File: src/hdl/hvwt_pkg.sv
// Package for the haptic virtual-world torque block: widths, codes, state
// encodings and the control structs shared by the sequencer and its units.
// No dependencies.
`timescale 1ns / 1ps

package hvwt_pkg;

	// value range of the saturated torque and of the virtual mass state
	localparam int VALUE_WIDTH = 32;

	// field and register widths
	localparam int IN_W       = 32;
	localparam int OUT_W      = 32;
	localparam int MODE_W     = 2;
	localparam int GAIN_W     = 31;
	localparam int STEP_W     = 32;
	localparam int CFG_IDX_W  = 3;
	localparam int CFG_DATA_W = 32;
	localparam int FRAC_W     = 16;

	// product magnitude, signed product and sum widths
	localparam int BASE_W = (VALUE_WIDTH > IN_W) ? VALUE_WIDTH : IN_W;
	localparam int MAG_W  = BASE_W + 18;
	localparam int PROD_W = MAG_W + 1;
	localparam int SUM_W  = MAG_W + 2;

	// serial multiplier: one multiplier bit per cycle
	localparam int MUL_STEPS = STEP_W;
	localparam int MUL_CNT_W = $clog2(MUL_STEPS);

	// serial remainder unit: one dividend bit per cycle
	localparam int DIV_N_W   = IN_W + 1;
	localparam int DIV_D_W   = GAIN_W + 1;
	localparam int DIV_CNT_W = $clog2(DIV_N_W);
	localparam int RES_W     = IN_W + 2;

	// register reset values
	localparam logic [GAIN_W-1:0] SPRING_RST  = GAIN_W'(3276800);
	localparam logic [GAIN_W-1:0] DAMPING_RST = GAIN_W'(81920);
	localparam logic [STEP_W-1:0] STEP_RST    = STEP_W'(4294967);
	localparam logic [GAIN_W-1:0] INV_J_RST   = GAIN_W'(145635);
	localparam logic [GAIN_W-1:0] DETENT_RST  = GAIN_W'(1310720);

	typedef enum logic [MODE_W-1:0] {
		MODE_SPRING = 2'd0,
		MODE_WALL   = 2'd1,
		MODE_SMD    = 2'd2,
		MODE_KNOB   = 2'd3
	} world_mode_t;

	typedef enum logic [CFG_IDX_W-1:0] {
		CFG_MODE    = 3'd0,
		CFG_SPRING  = 3'd1,
		CFG_DAMPING = 3'd2,
		CFG_STEP    = 3'd3,
		CFG_INV_J   = 3'd4,
		CFG_DETENT  = 3'd5
	} cfg_index_t;

	typedef enum logic [2:0] {
		S_IDLE = 3'd0,
		S_DIV  = 3'd1,
		S_P1   = 3'd2,
		S_P2   = 3'd3,
		S_P3   = 3'd4,
		S_P4   = 3'd5,
		S_P5   = 3'd6,
		S_FIN  = 3'd7
	} seq_state_t;

	typedef struct packed {
		logic start;
		logic shr32;
	} mul_req_t;

	typedef struct packed {
		logic busy;
		logic done;
	} unit_rsp_t;

endpackage

File: src/hdl/hvwt_if.sv
// Handshake channels of the haptic torque block: sample in, torque out,
// and the register write port. Depends on hvwt_pkg.
`timescale 1ns / 1ps

interface hvwt_sample_if;
	logic                              valid;
	logic                              ready;
	logic signed [hvwt_pkg::IN_W-1:0] wheel_angle;
	logic signed [hvwt_pkg::IN_W-1:0] wheel_velocity;

	modport source (output valid, output wheel_angle, output wheel_velocity, input ready);
	modport sink   (input valid, input wheel_angle, input wheel_velocity, output ready);
endinterface

interface hvwt_result_if;
	logic                               valid;
	logic                               ready;
	logic signed [hvwt_pkg::OUT_W-1:0] torque;

	modport source (output valid, output torque, input ready);
	modport sink   (input valid, input torque, output ready);
endinterface

interface hvwt_cfg_if;
	logic                                valid;
	logic                                ready;
	logic [hvwt_pkg::CFG_IDX_W-1:0]    index;
	logic [hvwt_pkg::CFG_DATA_W-1:0]   data;

	modport source (output valid, output index, output data, input ready);
	modport sink   (input valid, input index, input data, output ready);
endinterface

File: src/hdl/hvwt_serial_mul.sv
// Bit-serial signed-by-unsigned multiplier with a fixed-point shift back
// (16 or 32 bits), truncating toward zero. Depends on hvwt_pkg.
`timescale 1ns / 1ps

module hvwt_serial_mul (
	input  logic                                  clk,
	input  logic                                  arst_n,
	input  hvwt_pkg::mul_req_t                    req,
	input  logic signed [hvwt_pkg::PROD_W-1:0]   a,
	input  logic [hvwt_pkg::STEP_W-1:0]          b,
	output hvwt_pkg::unit_rsp_t                   rsp,
	output logic signed [hvwt_pkg::PROD_W-1:0]   product
);

	localparam int HI_W = hvwt_pkg::STEP_W - hvwt_pkg::FRAC_W;

	logic                                busy_q;
	logic                                done_q;
	logic [hvwt_pkg::MUL_CNT_W-1:0]     cnt_q;
	logic                                neg_q;
	logic                                shr32_q;
	logic [hvwt_pkg::MAG_W-1:0]         a_q;
	logic [hvwt_pkg::STEP_W-1:0]        b_q;
	logic [hvwt_pkg::MAG_W-1:0]         acc_q;
	logic [hvwt_pkg::STEP_W-1:0]        lo_q;

	logic [hvwt_pkg::PROD_W-1:0]        a_abs;
	logic [hvwt_pkg::MAG_W:0]           addend;
	logic [hvwt_pkg::MAG_W:0]           sum;
	logic [hvwt_pkg::MAG_W+HI_W-1:0]   wide16;
	logic [hvwt_pkg::MAG_W-1:0]         mag;
	logic signed [hvwt_pkg::PROD_W-1:0] mag_ext;

	// operand magnitude and one partial product per cycle
	always_comb begin
		a_abs  = a[hvwt_pkg::PROD_W-1] ? hvwt_pkg::PROD_W'(-a) : a;
		addend = b_q[0] ? {1'b0, a_q} : '0;
		sum    = {1'b0, acc_q} + addend;
	end

	// sequencing: a start beat, the shift-add steps, then a done pulse
	always_ff @(posedge clk or negedge arst_n) begin
		if (!arst_n) begin
			busy_q <= 1'b0;
			done_q <= 1'b0;
			cnt_q  <= '0;
		end else if (req.start) begin
			busy_q <= 1'b1;
			done_q <= 1'b0;
			cnt_q  <= '0;
		end else if (busy_q) begin
			cnt_q <= cnt_q + 1'b1;
			if (cnt_q == hvwt_pkg::MUL_CNT_W'(hvwt_pkg::MUL_STEPS - 1)) begin
				busy_q <= 1'b0;
				done_q <= 1'b1;
			end
		end else begin
			done_q <= 1'b0;
		end
	end

	// datapath: multiplier bits leave LSB first, product low bits shift in
	always_ff @(posedge clk) begin
		if (req.start) begin
			a_q     <= a_abs[hvwt_pkg::MAG_W-1:0];
			b_q     <= b;
			acc_q   <= '0;
			lo_q    <= '0;
			neg_q   <= a[hvwt_pkg::PROD_W-1];
			shr32_q <= req.shr32;
		end else if (busy_q) begin
			acc_q <= sum[hvwt_pkg::MAG_W:1];
			lo_q  <= {sum[0], lo_q[hvwt_pkg::STEP_W-1:1]};
			b_q   <= b_q >> 1;
		end
	end

	// shift back, clamp an oversize magnitude in the 16-bit shift, restore the sign
	always_comb begin
		wide16 = {acc_q, lo_q[hvwt_pkg::STEP_W-1:hvwt_pkg::FRAC_W]};
		if (shr32_q) begin
			mag = acc_q;
		end else if (wide16[hvwt_pkg::MAG_W+HI_W-1:hvwt_pkg::MAG_W] != '0) begin
			mag = '1;
		end else begin
			mag = wide16[hvwt_pkg::MAG_W-1:0];
		end
		mag_ext = {1'b0, mag};
		product = neg_q ? -mag_ext : mag_ext;
	end

	assign rsp = '{busy: busy_q, done: done_q};

endmodule

File: src/hdl/hvwt_serial_div.sv
// Bit-serial restoring remainder unit for the detent rounding: unsigned
// dividend and divisor, remainder only. Depends on hvwt_pkg.
`timescale 1ns / 1ps

module hvwt_serial_div (
	input  logic                            clk,
	input  logic                            arst_n,
	input  logic                            start,
	input  logic [hvwt_pkg::DIV_N_W-1:0]   num,
	input  logic [hvwt_pkg::DIV_D_W-1:0]   den,
	output hvwt_pkg::unit_rsp_t             rsp,
	output logic [hvwt_pkg::DIV_D_W-1:0]   rem
);

	logic                             busy_q;
	logic                             done_q;
	logic [hvwt_pkg::DIV_CNT_W-1:0]  cnt_q;
	logic [hvwt_pkg::DIV_N_W-1:0]    num_q;
	logic [hvwt_pkg::DIV_D_W-1:0]    den_q;
	logic [hvwt_pkg::DIV_D_W-1:0]    rem_q;

	logic [hvwt_pkg::DIV_D_W:0]      trial;
	logic [hvwt_pkg::DIV_D_W:0]      diff;
	logic                             fits;

	// one trial subtraction per dividend bit
	always_comb begin
		trial = {rem_q, num_q[hvwt_pkg::DIV_N_W-1]};
		diff  = trial - {1'b0, den_q};
		fits  = (trial >= {1'b0, den_q});
	end

	// sequencing
	always_ff @(posedge clk or negedge arst_n) begin
		if (!arst_n) begin
			busy_q <= 1'b0;
			done_q <= 1'b0;
			cnt_q  <= '0;
		end else if (start) begin
			busy_q <= 1'b1;
			done_q <= 1'b0;
			cnt_q  <= '0;
		end else if (busy_q) begin
			cnt_q <= cnt_q + 1'b1;
			if (cnt_q == hvwt_pkg::DIV_CNT_W'(hvwt_pkg::DIV_N_W - 1)) begin
				busy_q <= 1'b0;
				done_q <= 1'b1;
			end
		end else begin
			done_q <= 1'b0;
		end
	end

	// dividend shifts out MSB first into the partial remainder
	always_ff @(posedge clk) begin
		if (start) begin
			num_q <= num;
			den_q <= den;
			rem_q <= '0;
		end else if (busy_q) begin
			num_q <= num_q << 1;
			rem_q <= fits ? diff[hvwt_pkg::DIV_D_W-1:0] : trial[hvwt_pkg::DIV_D_W-1:0];
		end
	end

	assign rem = rem_q;
	assign rsp = '{busy: busy_q, done: done_q};

endmodule

File: src/hdl/haptic_virtual_world_torque.sv
// Top level of the haptic virtual-world torque block: registers, sequencer,
// virtual mass state and output register. Depends on hvwt_pkg, hvwt_if,
// hvwt_serial_mul and hvwt_serial_div.
`timescale 1ns / 1ps

// Each sample beat (wheel angle and velocity, signed Q16.16) yields one torque
// beat, signed Q16.16, saturated. All products go one at a time through a
// shared bit-serial multiplier that takes one multiplier bit per cycle; a
// product is a start beat, the shift-add steps and a done pulse. The detent
// knob adds one bit-serial remainder pass when the detent width is nonzero.
// Spring-damper, wall and knob modes run two products, spring-mass-damper
// mode five. The input is taken only while the sequencer is idle; a
// finished torque waits in the output register, and the sequencer holds in
// its last step only if that register is still occupied. Register writes
// are accepted in every cycle and belong between samples. The virtual mass
// state resets to zero.
module haptic_virtual_world_torque (
	input  logic                 clk,
	input  logic                 arst_n,
	hvwt_sample_if.sink          sample,
	hvwt_result_if.source        result,
	hvwt_cfg_if.sink             cfg
);

	// saturate a wide signed sum to the value range
	function automatic logic signed [hvwt_pkg::VALUE_WIDTH-1:0] sat_value(
		input logic signed [hvwt_pkg::SUM_W-1:0] x
	);
		logic signed [hvwt_pkg::SUM_W-1:0]       hi;
		logic signed [hvwt_pkg::SUM_W-1:0]       lo;
		logic signed [hvwt_pkg::VALUE_WIDTH-1:0] r;
		hi = hvwt_pkg::SUM_W'(signed'({1'b0, {(hvwt_pkg::VALUE_WIDTH-1){1'b1}}}));
		lo = ~hi;
		if (x > hi) begin
			r = hi[hvwt_pkg::VALUE_WIDTH-1:0];
		end else if (x < lo) begin
			r = lo[hvwt_pkg::VALUE_WIDTH-1:0];
		end else begin
			r = x[hvwt_pkg::VALUE_WIDTH-1:0];
		end
		return r;
	endfunction

	// registers
	hvwt_pkg::world_mode_t             mode_q;
	logic [hvwt_pkg::GAIN_W-1:0]      spring_q;
	logic [hvwt_pkg::GAIN_W-1:0]      damping_q;
	logic [hvwt_pkg::STEP_W-1:0]      step_q;
	logic [hvwt_pkg::GAIN_W-1:0]      inv_j_q;
	logic [hvwt_pkg::GAIN_W-1:0]      detent_q;

	// sequencer and working values
	hvwt_pkg::seq_state_t                  state_q;
	hvwt_pkg::seq_state_t                  state_d;
	logic signed [hvwt_pkg::IN_W-1:0]        angle_q;
	logic signed [hvwt_pkg::IN_W-1:0]        vel_q;
	logic signed [hvwt_pkg::VALUE_WIDTH-1:0] x1_q;
	logic signed [hvwt_pkg::VALUE_WIDTH-1:0] x2_q;
	logic signed [hvwt_pkg::RES_W-1:0]       res_q;
	logic signed [hvwt_pkg::PROD_W-1:0]      p1_q;
	logic signed [hvwt_pkg::PROD_W-1:0]      p2_q;
	logic signed [hvwt_pkg::PROD_W-1:0]      p3_q;
	logic signed [hvwt_pkg::PROD_W-1:0]      p4_q;
	logic signed [hvwt_pkg::PROD_W-1:0]      p5_q;
	logic                                    out_valid_q;
	logic signed [hvwt_pkg::OUT_W-1:0]       torque_q;

	// unit handshakes and operands
	hvwt_pkg::mul_req_t                    mul_req;
	hvwt_pkg::unit_rsp_t                   mul_rsp;
	hvwt_pkg::unit_rsp_t                   div_rsp;
	logic signed [hvwt_pkg::PROD_W-1:0]    mul_a;
	logic [hvwt_pkg::STEP_W-1:0]          mul_b;
	logic signed [hvwt_pkg::PROD_W-1:0]    mul_p;
	logic                                  div_start;
	logic [hvwt_pkg::DIV_N_W-1:0]         div_num;
	logic [hvwt_pkg::DIV_D_W-1:0]         div_den;
	logic [hvwt_pkg::DIV_D_W-1:0]         div_rem;

	// load enables from the sequencer
	logic in_ready;
	logic ld_res;
	logic ld_p1;
	logic ld_p2;
	logic ld_p3;
	logic ld_p4;
	logic ld_p5;
	logic out_load;
	logic mass_upd;

	// derived values
	logic [hvwt_pkg::RES_W-1:0]               n_full;
	logic                                     n_neg;
	logic [hvwt_pkg::RES_W-1:0]               n_abs;
	logic signed [hvwt_pkg::DIV_N_W-1:0]      rem_signed;
	logic signed [hvwt_pkg::RES_W-1:0]        res_diff;
	logic signed [hvwt_pkg::RES_W-1:0]        res_next;
	logic signed [hvwt_pkg::PROD_W-1:0]       pos_err;
	logic signed [hvwt_pkg::PROD_W-1:0]       vel_err;
	logic signed [hvwt_pkg::PROD_W-1:0]       knob_err;
	logic signed [hvwt_pkg::SUM_W-1:0]        f_sum;
	logic signed [hvwt_pkg::SUM_W-1:0]        neg_sum;
	logic signed [hvwt_pkg::SUM_W-1:0]        x1_sum;
	logic signed [hvwt_pkg::SUM_W-1:0]        x2_sum;
	logic signed [hvwt_pkg::VALUE_WIDTH-1:0]  torque_sat;
	logic                                     knob_div;

	// register writes, masked to each register's width
	always_ff @(posedge clk or negedge arst_n) begin
		if (!arst_n) begin
			mode_q    <= hvwt_pkg::MODE_SPRING;
			spring_q  <= hvwt_pkg::SPRING_RST;
			damping_q <= hvwt_pkg::DAMPING_RST;
			step_q    <= hvwt_pkg::STEP_RST;
			inv_j_q   <= hvwt_pkg::INV_J_RST;
			detent_q  <= hvwt_pkg::DETENT_RST;
		end else if (cfg.valid && cfg.ready) begin
			case (cfg.index)
				hvwt_pkg::CFG_MODE: begin
					mode_q <= hvwt_pkg::world_mode_t'(cfg.data[hvwt_pkg::MODE_W-1:0]);
				end
				hvwt_pkg::CFG_SPRING:  spring_q  <= cfg.data[hvwt_pkg::GAIN_W-1:0];
				hvwt_pkg::CFG_DAMPING: damping_q <= cfg.data[hvwt_pkg::GAIN_W-1:0];
				hvwt_pkg::CFG_STEP:    step_q    <= cfg.data[hvwt_pkg::STEP_W-1:0];
				hvwt_pkg::CFG_INV_J:   inv_j_q   <= cfg.data[hvwt_pkg::GAIN_W-1:0];
				hvwt_pkg::CFG_DETENT:  detent_q  <= cfg.data[hvwt_pkg::GAIN_W-1:0];
				default: ;
			endcase
		end
	end

	assign cfg.ready = 1'b1;

	// detent rounding: n = trunc((2a + w) / 2w), so a - n*w = (r - w) / 2
	always_comb begin
		n_full     = {angle_q[hvwt_pkg::IN_W-1], angle_q, 1'b0}
		           + {{(hvwt_pkg::RES_W-hvwt_pkg::GAIN_W){1'b0}}, detent_q};
		n_neg      = n_full[hvwt_pkg::RES_W-1];
		n_abs      = n_neg ? -n_full : n_full;
		div_num    = n_abs[hvwt_pkg::DIV_N_W-1:0];
		div_den    = {detent_q, 1'b0};
		rem_signed = n_neg ? -signed'({1'b0, div_rem}) : signed'({1'b0, div_rem});
		res_diff   = hvwt_pkg::RES_W'(rem_signed)
		           - hvwt_pkg::RES_W'(signed'({1'b0, detent_q}));
		res_next   = res_diff >>> 1;
		knob_div   = (mode_q == hvwt_pkg::MODE_KNOB) && (detent_q != '0);
	end

	// multiplier operands and the sums that follow the products
	always_comb begin
		pos_err  = hvwt_pkg::PROD_W'(angle_q) - hvwt_pkg::PROD_W'(x1_q);
		vel_err  = hvwt_pkg::PROD_W'(vel_q) - hvwt_pkg::PROD_W'(x2_q);
		knob_err = (detent_q == '0) ? hvwt_pkg::PROD_W'(angle_q) : hvwt_pkg::PROD_W'(res_q);
		f_sum    = hvwt_pkg::SUM_W'(p1_q) + hvwt_pkg::SUM_W'(p2_q);
		neg_sum  = -hvwt_pkg::SUM_W'(p1_q) - hvwt_pkg::SUM_W'(p2_q);
		x1_sum   = hvwt_pkg::SUM_W'(x1_q) + hvwt_pkg::SUM_W'(p4_q);
		x2_sum   = hvwt_pkg::SUM_W'(x2_q) + hvwt_pkg::SUM_W'(p5_q);
		case (mode_q)
			hvwt_pkg::MODE_SMD:  torque_sat = sat_value(f_sum);
			hvwt_pkg::MODE_WALL: torque_sat = (angle_q > 0) ? '0 : sat_value(neg_sum);
			default:             torque_sat = sat_value(neg_sum);
		endcase
	end

	// sequencer: next state
	always_comb begin
		state_d = state_q;
		case (state_q)
			hvwt_pkg::S_IDLE: begin
				if (sample.valid) begin
					state_d = knob_div ? hvwt_pkg::S_DIV : hvwt_pkg::S_P1;
				end
			end
			hvwt_pkg::S_DIV: if (div_rsp.done) state_d = hvwt_pkg::S_P1;
			hvwt_pkg::S_P1:  if (mul_rsp.done) state_d = hvwt_pkg::S_P2;
			hvwt_pkg::S_P2: begin
				if (mul_rsp.done) begin
					state_d = (mode_q == hvwt_pkg::MODE_SMD) ? hvwt_pkg::S_P3 : hvwt_pkg::S_FIN;
				end
			end
			hvwt_pkg::S_P3:  if (mul_rsp.done) state_d = hvwt_pkg::S_P4;
			hvwt_pkg::S_P4:  if (mul_rsp.done) state_d = hvwt_pkg::S_P5;
			hvwt_pkg::S_P5:  if (mul_rsp.done) state_d = hvwt_pkg::S_FIN;
			hvwt_pkg::S_FIN: if (!out_valid_q || result.ready) state_d = hvwt_pkg::S_IDLE;
			default:         state_d = hvwt_pkg::S_IDLE;
		endcase
	end

	// sequencer: outputs (unit starts, operand select, load enables)
	always_comb begin
		in_ready      = 1'b0;
		div_start     = 1'b0;
		mul_req.start = 1'b0;
		mul_req.shr32 = 1'b0;
		mul_a         = pos_err;
		mul_b         = {{(hvwt_pkg::STEP_W-hvwt_pkg::GAIN_W){1'b0}}, spring_q};
		ld_res        = 1'b0;
		ld_p1         = 1'b0;
		ld_p2         = 1'b0;
		ld_p3         = 1'b0;
		ld_p4         = 1'b0;
		ld_p5         = 1'b0;
		out_load      = 1'b0;
		mass_upd      = 1'b0;
		case (state_q)
			hvwt_pkg::S_IDLE: in_ready = 1'b1;
			hvwt_pkg::S_DIV: begin
				div_start = !div_rsp.busy && !div_rsp.done;
				ld_res    = div_rsp.done;
			end
			hvwt_pkg::S_P1: begin
				mul_req.start = !mul_rsp.busy && !mul_rsp.done;
				case (mode_q)
					hvwt_pkg::MODE_SMD:  mul_a = pos_err;
					hvwt_pkg::MODE_KNOB: mul_a = knob_err;
					default:             mul_a = hvwt_pkg::PROD_W'(angle_q);
				endcase
				ld_p1 = mul_rsp.done;
			end
			hvwt_pkg::S_P2: begin
				mul_req.start = !mul_rsp.busy && !mul_rsp.done;
				mul_a = (mode_q == hvwt_pkg::MODE_SMD) ? vel_err : hvwt_pkg::PROD_W'(vel_q);
				mul_b = {{(hvwt_pkg::STEP_W-hvwt_pkg::GAIN_W){1'b0}}, damping_q};
				ld_p2 = mul_rsp.done;
			end
			hvwt_pkg::S_P3: begin
				// impulse dt*F
				mul_req.start = !mul_rsp.busy && !mul_rsp.done;
				mul_req.shr32 = 1'b1;
				mul_a = hvwt_pkg::PROD_W'(f_sum);
				mul_b = step_q;
				ld_p3 = mul_rsp.done;
			end
			hvwt_pkg::S_P4: begin
				// position step dt*x2 with the old velocity
				mul_req.start = !mul_rsp.busy && !mul_rsp.done;
				mul_req.shr32 = 1'b1;
				mul_a = hvwt_pkg::PROD_W'(x2_q);
				mul_b = step_q;
				ld_p4 = mul_rsp.done;
			end
			hvwt_pkg::S_P5: begin
				// velocity step impulse/J
				mul_req.start = !mul_rsp.busy && !mul_rsp.done;
				mul_a = p3_q;
				mul_b = {{(hvwt_pkg::STEP_W-hvwt_pkg::GAIN_W){1'b0}}, inv_j_q};
				ld_p5 = mul_rsp.done;
			end
			hvwt_pkg::S_FIN: begin
				out_load = !out_valid_q || result.ready;
				mass_upd = out_load && (mode_q == hvwt_pkg::MODE_SMD);
			end
			default: ;
		endcase
	end

	assign sample.ready = in_ready;

	// control state
	always_ff @(posedge clk or negedge arst_n) begin
		if (!arst_n) begin
			state_q     <= hvwt_pkg::S_IDLE;
			out_valid_q <= 1'b0;
			x1_q        <= '0;
			x2_q        <= '0;
		end else begin
			state_q <= state_d;
			if (out_load) begin
				out_valid_q <= 1'b1;
			end else if (result.ready) begin
				out_valid_q <= 1'b0;
			end
			if (mass_upd) begin
				x1_q <= sat_value(x1_sum);
				x2_q <= sat_value(x2_sum);
			end
		end
	end

	// payload registers
	always_ff @(posedge clk) begin
		if (sample.valid && in_ready) begin
			angle_q <= sample.wheel_angle;
			vel_q   <= sample.wheel_velocity;
		end
		if (ld_res)   res_q    <= res_next;
		if (ld_p1)    p1_q     <= mul_p;
		if (ld_p2)    p2_q     <= mul_p;
		if (ld_p3)    p3_q     <= mul_p;
		if (ld_p4)    p4_q     <= mul_p;
		if (ld_p5)    p5_q     <= mul_p;
		if (out_load) torque_q <= hvwt_pkg::OUT_W'(torque_sat);
	end

	assign result.valid  = out_valid_q;
	assign result.torque = torque_q;

	hvwt_serial_mul u_mul (
		.clk     (clk),
		.arst_n  (arst_n),
		.req     (mul_req),
		.a       (mul_a),
		.b       (mul_b),
		.rsp     (mul_rsp),
		.product (mul_p)
	);

	hvwt_serial_div u_div (
		.clk    (clk),
		.arst_n (arst_n),
		.start  (div_start),
		.num    (div_num),
		.den    (div_den),
		.rsp    (div_rsp),
		.rem    (div_rem)
	);

`ifndef SYNTHESIS
	// the multiplier and the divider never run at the same time
	a_units_exclusive: assert property (@(posedge clk) disable iff (!arst_n)
		!(mul_rsp.busy && div_rsp.busy))
		else $error("multiplier and divider busy together");

	// a product finishes only in a product step
	a_mul_done_state: assert property (@(posedge clk) disable iff (!arst_n)
		mul_rsp.done |-> (state_q == hvwt_pkg::S_P1 || state_q == hvwt_pkg::S_P2 ||
		                  state_q == hvwt_pkg::S_P3 || state_q == hvwt_pkg::S_P4 ||
		                  state_q == hvwt_pkg::S_P5))
		else $error("product finished outside a product step");

	// a remainder finishes only in the rounding step
	a_div_done_state: assert property (@(posedge clk) disable iff (!arst_n)
		div_rsp.done |-> state_q == hvwt_pkg::S_DIV)
		else $error("remainder finished outside the rounding step");

	// the virtual mass moves only after a spring-mass-damper sample
	a_mass_mode: assert property (@(posedge clk) disable iff (!arst_n)
		(!$stable(x1_q) || !$stable(x2_q)) |->
		($past(mode_q) == hvwt_pkg::MODE_SMD && $past(state_q) == hvwt_pkg::S_FIN))
		else $error("mass state changed outside a spring-mass-damper update");

	// a torque beat appears only from the final step
	a_out_from_fin: assert property (@(posedge clk) disable iff (!arst_n)
		$rose(out_valid_q) |-> $past(state_q) == hvwt_pkg::S_FIN)
		else $error("torque beat raised outside the final step");
`endif

endmodule
File: src/flat_wrapper.sv
// flat-port wrapper written by rule: the top's interface ports become plain ports
module haptic_virtual_world_torque_flat 
  (clk, arst_n, sample_valid, sample_wheel_angle, sample_wheel_velocity, sample_ready, result_valid, result_torque, result_ready, cfg_valid, cfg_index, cfg_data, cfg_ready);
  hvwt_sample_if sample_i ();
  hvwt_result_if result_i ();
  hvwt_cfg_if cfg_i ();
  input  logic clk;
  input  logic arst_n;
  input wire logic [$bits(sample_i.valid)-1:0] sample_valid;
  input wire logic [$bits(sample_i.wheel_angle)-1:0] sample_wheel_angle;
  input wire logic [$bits(sample_i.wheel_velocity)-1:0] sample_wheel_velocity;
  output wire logic [$bits(sample_i.ready)-1:0] sample_ready;
  output wire logic [$bits(result_i.valid)-1:0] result_valid;
  output wire logic [$bits(result_i.torque)-1:0] result_torque;
  input wire logic [$bits(result_i.ready)-1:0] result_ready;
  input wire logic [$bits(cfg_i.valid)-1:0] cfg_valid;
  input wire logic [$bits(cfg_i.index)-1:0] cfg_index;
  input wire logic [$bits(cfg_i.data)-1:0] cfg_data;
  output wire logic [$bits(cfg_i.ready)-1:0] cfg_ready;
  assign sample_i.valid = sample_valid;
  assign sample_i.wheel_angle = sample_wheel_angle;
  assign sample_i.wheel_velocity = sample_wheel_velocity;
  assign sample_ready = sample_i.ready;
  assign result_valid = result_i.valid;
  assign result_torque = result_i.torque;
  assign result_i.ready = result_ready;
  assign cfg_i.valid = cfg_valid;
  assign cfg_i.index = cfg_index;
  assign cfg_i.data = cfg_data;
  assign cfg_ready = cfg_i.ready;
  haptic_virtual_world_torque u_core (.clk(clk), .arst_n(arst_n), .sample(sample_i), .result(result_i), .cfg(cfg_i));
endmodule
File: config.mk
export PLATFORM = sky130hd
export DESIGN_NAME = haptic_virtual_world_torque_flat
export DESIGN_NICKNAME = d
export VERILOG_FILES = /design/src/hdl/hvwt_pkg.sv /design/src/hdl/hvwt_if.sv /design/src/hdl/hvwt_serial_mul.sv /design/src/hdl/hvwt_serial_div.sv /design/src/hdl/haptic_virtual_world_torque.sv /design/src/flat_wrapper.sv
export SDC_FILE = /design/constraint.sdc
export NUM_CORES = 2
export LEC_CHECK = 0
export BUFFER_PORTS_ARGS = -buffer_cell sky130_fd_sc_hd__buf_4
export CAP_MARGIN = 30
export CORE_MARGIN = 10
export CORE_UTILIZATION = 35
export CTS_CLUSTER_SIZE = 16
export DETAILED_ROUTE_END_ITERATION = 16
export PLACE_DENSITY = 0.5
export SLEW_MARGIN = 20
export SYNTH_ARGS = -nofsm -noshare
export SYNTH_HDL_FRONTEND = slang
export SYNTH_SLANG_ARGS = --single-unit
File: constraint.sdc
create_clock -name clk -period 11.95 [get_ports clk]
set_input_delay 0.5975 -clock clk [delete_from_list [all_inputs] [get_ports clk]]
set_output_delay 0.5975 -clock clk [all_outputs]
set_load 0.01 [all_outputs]
# [Yosys cells after proc, flatten, opt, wreduce, memory -nomap -nowiden]
# Cells that the tools add are included.
[totals] ff_bits=887 input_bits=104 elab_cells=184
[op_classes] n_addsub=17 magnitude_cmp=10 eq_ne=27 muxes=68 reduce_logical=28
[ops] op="2-to-1 mux 32 bit" count=12
[ops] op="case mux 51 bit (5 select lines)" count=1
[ops] op="> comparator 52 x 32 -> 1 bit, second input constant" count=4
[ops] op="< comparator 52 x 32 -> 1 bit, second input constant" count=4
[ops] op="2-to-1 mux 50 bit" count=4
[ops] op="2-to-1 mux 51 bit" count=3
[ops] op="2-to-1 mux 33 bit" count=4
[ops] op="adder 32 x 51 -> 52 bit" count=2
[ops] op="case mux 51 bit (2 select lines)" count=1
[ops] op="case mux 32 bit (3 select lines)" count=1
[ops] op="subtractor 32 x 32 -> 33 bit" count=2
[ops] op="case mux 32 bit (2 select lines)" count=1
[ops] op="adder 51 x 51 -> 52 bit" count=1
[ops] op="negator 51 -> 52 bit" count=1
[ops] op="subtractor 52 x 51 -> 52 bit" count=1
[ops] op="adder 50 x 50 -> 51 bit" count=1
[ops] op="negator 50 -> 51 bit" count=1
[ops] op="negator 50 bit" count=1
[ops] op="adder 33 x 32 -> 34 bit" count=1
[ops] op="subtractor 33 x 32 -> 34 bit" count=1
[ops] op=">= comparator 33 x 32 -> 1 bit" count=1
[ops] op="negator 32 -> 33 bit" count=1
[ops] op="negator 33 bit" count=1
[ops] op="> comparator 32 x 1 -> 1 bit, second input constant" count=1
[ops] op="31 further kinds" count=99

# [Logic depth before layout (Yosys ltp)]
[logic_depth] word_depth=7 ltp_mapped=30 ltp_nobuf=29

# [By module]
# From an unflattened synthesis, not the netlist that was laid out.
[hier_totals] hier_cells=6655 area_unflattened_um2=62635.1
[modules_own_cells] mod="haptic_virtual_world_torque" instances=1 cells_per_inst=4744 area_each_um2=45008.2 seq_area_each_um2=17219.0
[modules_own_cells] mod="hvwt_serial_mul" instances=1 cells_per_inst=1309 area_each_um2=11609.9 seq_area_each_um2=4018.9
[modules_own_cells] mod="hvwt_serial_div" instances=1 cells_per_inst=602 area_each_um2=6017.0 seq_area_each_um2=2792.7

# [Worst setup path after synthesis]
# OpenSTA, ideal clock, no wires.
[synth_timing] path_kind="register -> register" start="reg u_core.detent_q[18] in the netlist's numbering" end="reg u_core.res_q[31] in the netlist's numbering (data pin)" arrival_ns=6.664 required_time_ns=11.798 path_slack_ns=5.133 stages_incl_launch_ff=29 synth_period_minus_slack_ns=6.817 cell_sequence="dfstp_2 > ha_1 > clkbuf_1 > a21o_1 > a21o_1 > a21o_1 > nor2_1 > or4b_1 > nand2_1 > o211ai_1 > a41o_1 > a211oi_2 > o21a_1 > clkbuf_1 > o21ai_0 > fa_1 > a21o_1 > a21oi_1 > nor2b_1 > o21a_1 > o211a_1 > a311oi_1 > o21ai_0 > a221oi_1 > o21ai_0 > a41oi_1 > a21oi_1 > or3_1 > o21ai_0"
[synth_via] elab_chain_cells=3
[synth_lines] element="start, declared" line_no="haptic_virtual_world_torque.sv:50" source="logic [hvwt_pkg::GAIN_W-1:0] detent_q;"
[synth_lines] element="start signal, assigned" line_no="haptic_virtual_world_torque.sv:116" source="detent_q <= hvwt_pkg::DETENT_RST;"
[synth_lines] element="start signal, assigned" line_no="haptic_virtual_world_torque.sv:126" source="hvwt_pkg::CFG_DETENT: detent_q <= cfg.data[hvwt_pkg::GAIN_W-1:0];"
[synth_lines] element="adder 33 x 32 -> 34 bit" line_no="haptic_virtual_world_torque.sv:137" source="+ {{(hvwt_pkg::RES_W-hvwt_pkg::GAIN_W){1'b0}}, detent_q};"
[synth_lines] element="2-to-1 mux 33 bit" line_no="haptic_virtual_world_torque.sv:142" source="rem_signed = n_neg ? -signed'({1'b0, div_rem}) : signed'({1'b0, div_rem});"
[synth_lines] element="subtractor 33 x 32 -> 34 bit (*)" line_no="haptic_virtual_world_torque.sv:144" source="- hvwt_pkg::RES_W'(signed'({1'b0, detent_q}));"
[synth_lines] element="via u_core.res_diff, one bit" line_no="haptic_virtual_world_torque.sv:96" source="logic signed [hvwt_pkg::RES_W-1:0] res_diff;"
[synth_lines] element="end signal, assigned" line_no="haptic_virtual_world_torque.sv:286" source="if (ld_res) res_q <= res_next;"
[synth_lines] element="end, declared" line_no="haptic_virtual_world_torque.sv:59" source="logic signed [hvwt_pkg::RES_W-1:0] res_q;"
# The timed path passes the listed nets; every way through them passes the cells marked *.
# A chain may end at the register's enable or synchronous reset.

# [Worst setup path after layout]
[layout_timing] start="reg u_core.angle_q[2] in the netlist's numbering" end="reg, netlist name u_core.res_q[32]"
[layout_via] elab_chain_cells=3
[layout_lines] element="start, declared" line_no="haptic_virtual_world_torque.sv:55" source="logic signed [hvwt_pkg::IN_W-1:0] angle_q;"
[layout_lines] element="start signal, assigned" line_no="haptic_virtual_world_torque.sv:283" source="angle_q <= sample.wheel_angle;"
[layout_lines] element="adder 33 x 32 -> 34 bit" line_no="haptic_virtual_world_torque.sv:137"
[layout_lines] element="2-to-1 mux 33 bit" line_no="haptic_virtual_world_torque.sv:142"
[layout_lines] element="subtractor 33 x 32 -> 34 bit" line_no="haptic_virtual_world_torque.sv:144"
[layout_lines] element="via u_core.res_diff, one bit" line_no="haptic_virtual_world_torque.sv:96"
# The timed path passes the listed nets, and every way through them passes these cells.

==> flow_metrics.tcl <==
set metrics [dict create \
    grt_pass1_vias 54400 \
    dieHeight_um 450 \
    avgSynthCellArea_um2 9.10 \
    clkTransAtPathRegs_ns 0.06 \
    postSynth.asyncResetShare_pct 27.7 \
    firstDrtPassIters 6 \
    slew_headroom_pct 24.3 \
    syn_nets 7691 \
    std_cell_rows 157 \
    grt_pass1_wl_um 375000 \
    place_ws_ns 3.41 \
    num_vias 57000 \
    maxCapViolCount 0 \
    postLayoutSetupSlackWorst_ns 3.37 \
    grt_max_degree 79 \
    cts_tree "built" \
    drive_gt1_share_pct 11.1 \
    power_frac_clock_pct 32.3 \
    power_frac_comb_pct 29.5 \
    fin_total_pwr_uw 10400 \
    p_sw_uw 3740 \
    worst-path-buf-inv 2 \
    cpLargestDelayFamily "compound AO/OA/AOI/OAI gates" \
    yosysMostFrequentCell "nand2_1" \
    clock-root-buffer "clkbuf_16" \
    die_width_um 450 \
    intPower_uw 6690 \
    insertion_delay_ns 0.79 \
    routed_wl_um 259000 \
    critPathMaxFanout 33 \
    swShare_pct 35.8 \
    antenna_found_initial 16 \
    synthDistinctLibCells 129 \
    min_period_over_period_pct 71.8 \
    hold_class "in2reg" \
    cts_buffers 106 \
    port_buffers 137 \
    synth_edf_count 532 \
    ant_nets 0 \
    htreeDepth 3 \
    nets 7819 \
    worstPathRequired_ns 12.54 \
    max_freq_mhz 117 \
    setup.worst_path.class "reg2reg" \
    drt_iter0_drc 5641 \
    synth_top_cell_area_share_pct 24.7 \
    grt_usage_pct 24.4 \
    clock-sinks 871 \
    placed_area_um2 69000 \
    syn-cell-area_um2 64700 \
    seq_power_share_pct 38.2 \
    routedWlPerCell_um 26.4 \
    rsz0062_at_grt "no" \
    ys_seq_elements 871 \
    num_io_pins 139 \
    start_kind "register" \
    fin_cells 9805 \
    status "finished clean" \
    skew_ns 0.0464 \
    yosysTopAreaCell "edfxtp_1" \
    placed_cells 9523 \
    coreArea_um2 183000 \
    hold_violations 0 \
    route.detailed.drc 0 \
    final.setup.tns_ns 0 \
    worstMarginPinSlew_ns 1.13 \
    p_leak_uw 0.0301 \
    ir_drop_uv 132 \
    cts_buffer_depth 3 \
    arrival_ns 9.17 \
    dp_hpwl_um 202000 \
    fin_area_um2 73300 \
    overflow 0 \
    via_per_inst 5.81 \
    yosysWarnings 0 \
    slowest_stage "or4b_1" \
    dieArea_um2 203000 \
    p_per_area_nw_per_um2 142 \
    start_util_pct 35.3 \
    synthFlopType "edfxtp_1" \
    syn_inst 7112 \
    report.final.slew_viol_count 0 \
    routabilityCongestion 0.974 \
    synthTopCellsByArea "edfxtp_1 25%, ha_1 9.0%, dfrtp_1 8.3%" \
    synth_common_cells "616 x nand2_1, 612 x a21oi_1, 532 x edfxtp_1" \
    fin_crit_ns 8.58 \
    finalSetupViolCount 0 \
    cpPeakStageDelay_ns 0.57 \
    endpoint_kind "register" \
    syn2layout_area_growth_pct 13.3 \
    yosysSeqAreaShare_pct 37.1 \
]
metal layers:
layer	wire, um	global-route usage (%)
met2	117000	39.3
met5	18	0
met4	13000	10.7
met3	15300	3.89
met1	113000	32.4
timing repair:
action / in CTS / in global routing
resized for setup: 0 / 0
endpoints found under the hold margin: 112 / 0
buffers inserted: 0 / 0
hold buffers: 65 / 0
path summary, 6_finish.rpt:
| kind | startpoint | end | slack (ns) | cells past startpoint |
|---|---|---|---|---|
| worst max-delay path | u_core.angle_q[2] | u_core.res_q[32] | 3.37 | 28 |
| worst min-delay path | cfg_data[31] | u_core.step_q[31] | 0.09 | 2 |
| worst max register to register | u_core.angle_q[2] | u_core.res_q[32] | 3.37 | 28 |
| worst min register to register | u_core.u_mul.cnt_q[3] | u_core.u_mul.cnt_q[3] | 0.49 | 1 |
| max in group asynchronous | arst_n | u_core.step_q[22] | 9.57 | 5 |
| min in group asynchronous | arst_n | u_core.u_div.cnt_q[4] | 0.29 | 2 |
layout make-up:
| type | count | area, um^2 |
|---|---|---|
| clock buffer | 137 | 2940 |
| tap | 2464 | 3080 |
| timing repair buffer | 337 | 2790 |
| fill | 18500 | 110000 |
| multi-input combinational | 5539 | 38400 |
| clock inverter | 63 | 681 |
| sequential | 871 | 24000 |
| inverter | 385 | 1450 |
| antenna | 9 | 22.5 |
flip-flops by register name, indices dropped and copies added (netlist names), 33 cells and up:
name,cells
u_core.res_q,33
u_core.u_mul.acc_q,50
u_core.p2_q,51
u_core.u_mul.a_q,50
u_core.p4_q,51
u_core.p5_q,51
u_core.u_div.num_q,33
u_core.p1_q,51
u_core.p3_q,51
power by group through the flow:
stage               logic (uW)  registers [uW]  clock network (uW)
global route              3310            4010                3560
finish                    3080            3980                3370
global placement          2980            4020                   0
detailed placement        3030            4030                   0
CTS                       3060            3970                3450
floorplan                 1870            3870                   0
per-stage QoR:
step                      hold WS, ns  util [%]
after floorplan                 0.302         -
after global routing           0.0573      40.0
final                          0.0948      40.0
after global placement          0.477      37.5
after CTS                      0.0474      39.9
after detailed placement        0.478      37.6
logic make-up (layout without fill, tap and decap cells):
group	after synthesis	count (layout)	synth area share, %
and+or+nand+nor	2049	2049	15.7
adders and majority gates	479	479	9.36
AOI/OAI and AO/OA	2316	2316	23.5
other	1	10	0.00579
muxes	234	234	3.96
buffers and inverters	702	922	4.20
DFF	871	871	37.1
xor gates and xnor gates	460	460	6.22
cell usage in the layout, fill, tap and decap left out, types with 68 or more instances in the layout:
cell type / count
inv_1: 380
clkbuf_16: 110
a21oi_1: 611
nor2_1: 451
a21o_1: 233
dfrtp_1: 212
ha_1: 465
nand4_1: 105
nor2b_1: 68
o22ai_1: 82
edfxtp_1: 532
xnor2_1: 245
dfxtp_1: 98
o21a_1: 89
o21ai_0: 510
and2_1: 94
nor3_1: 126
xor2_1: 188
mux2_2: 168
nand2b_1: 112
nand3_1: 145
a211oi_1: 70
buf_4: 253
nand2_1: 614
a31oi_1: 85
No activity file was read; power rests on OpenSTA's default activity.
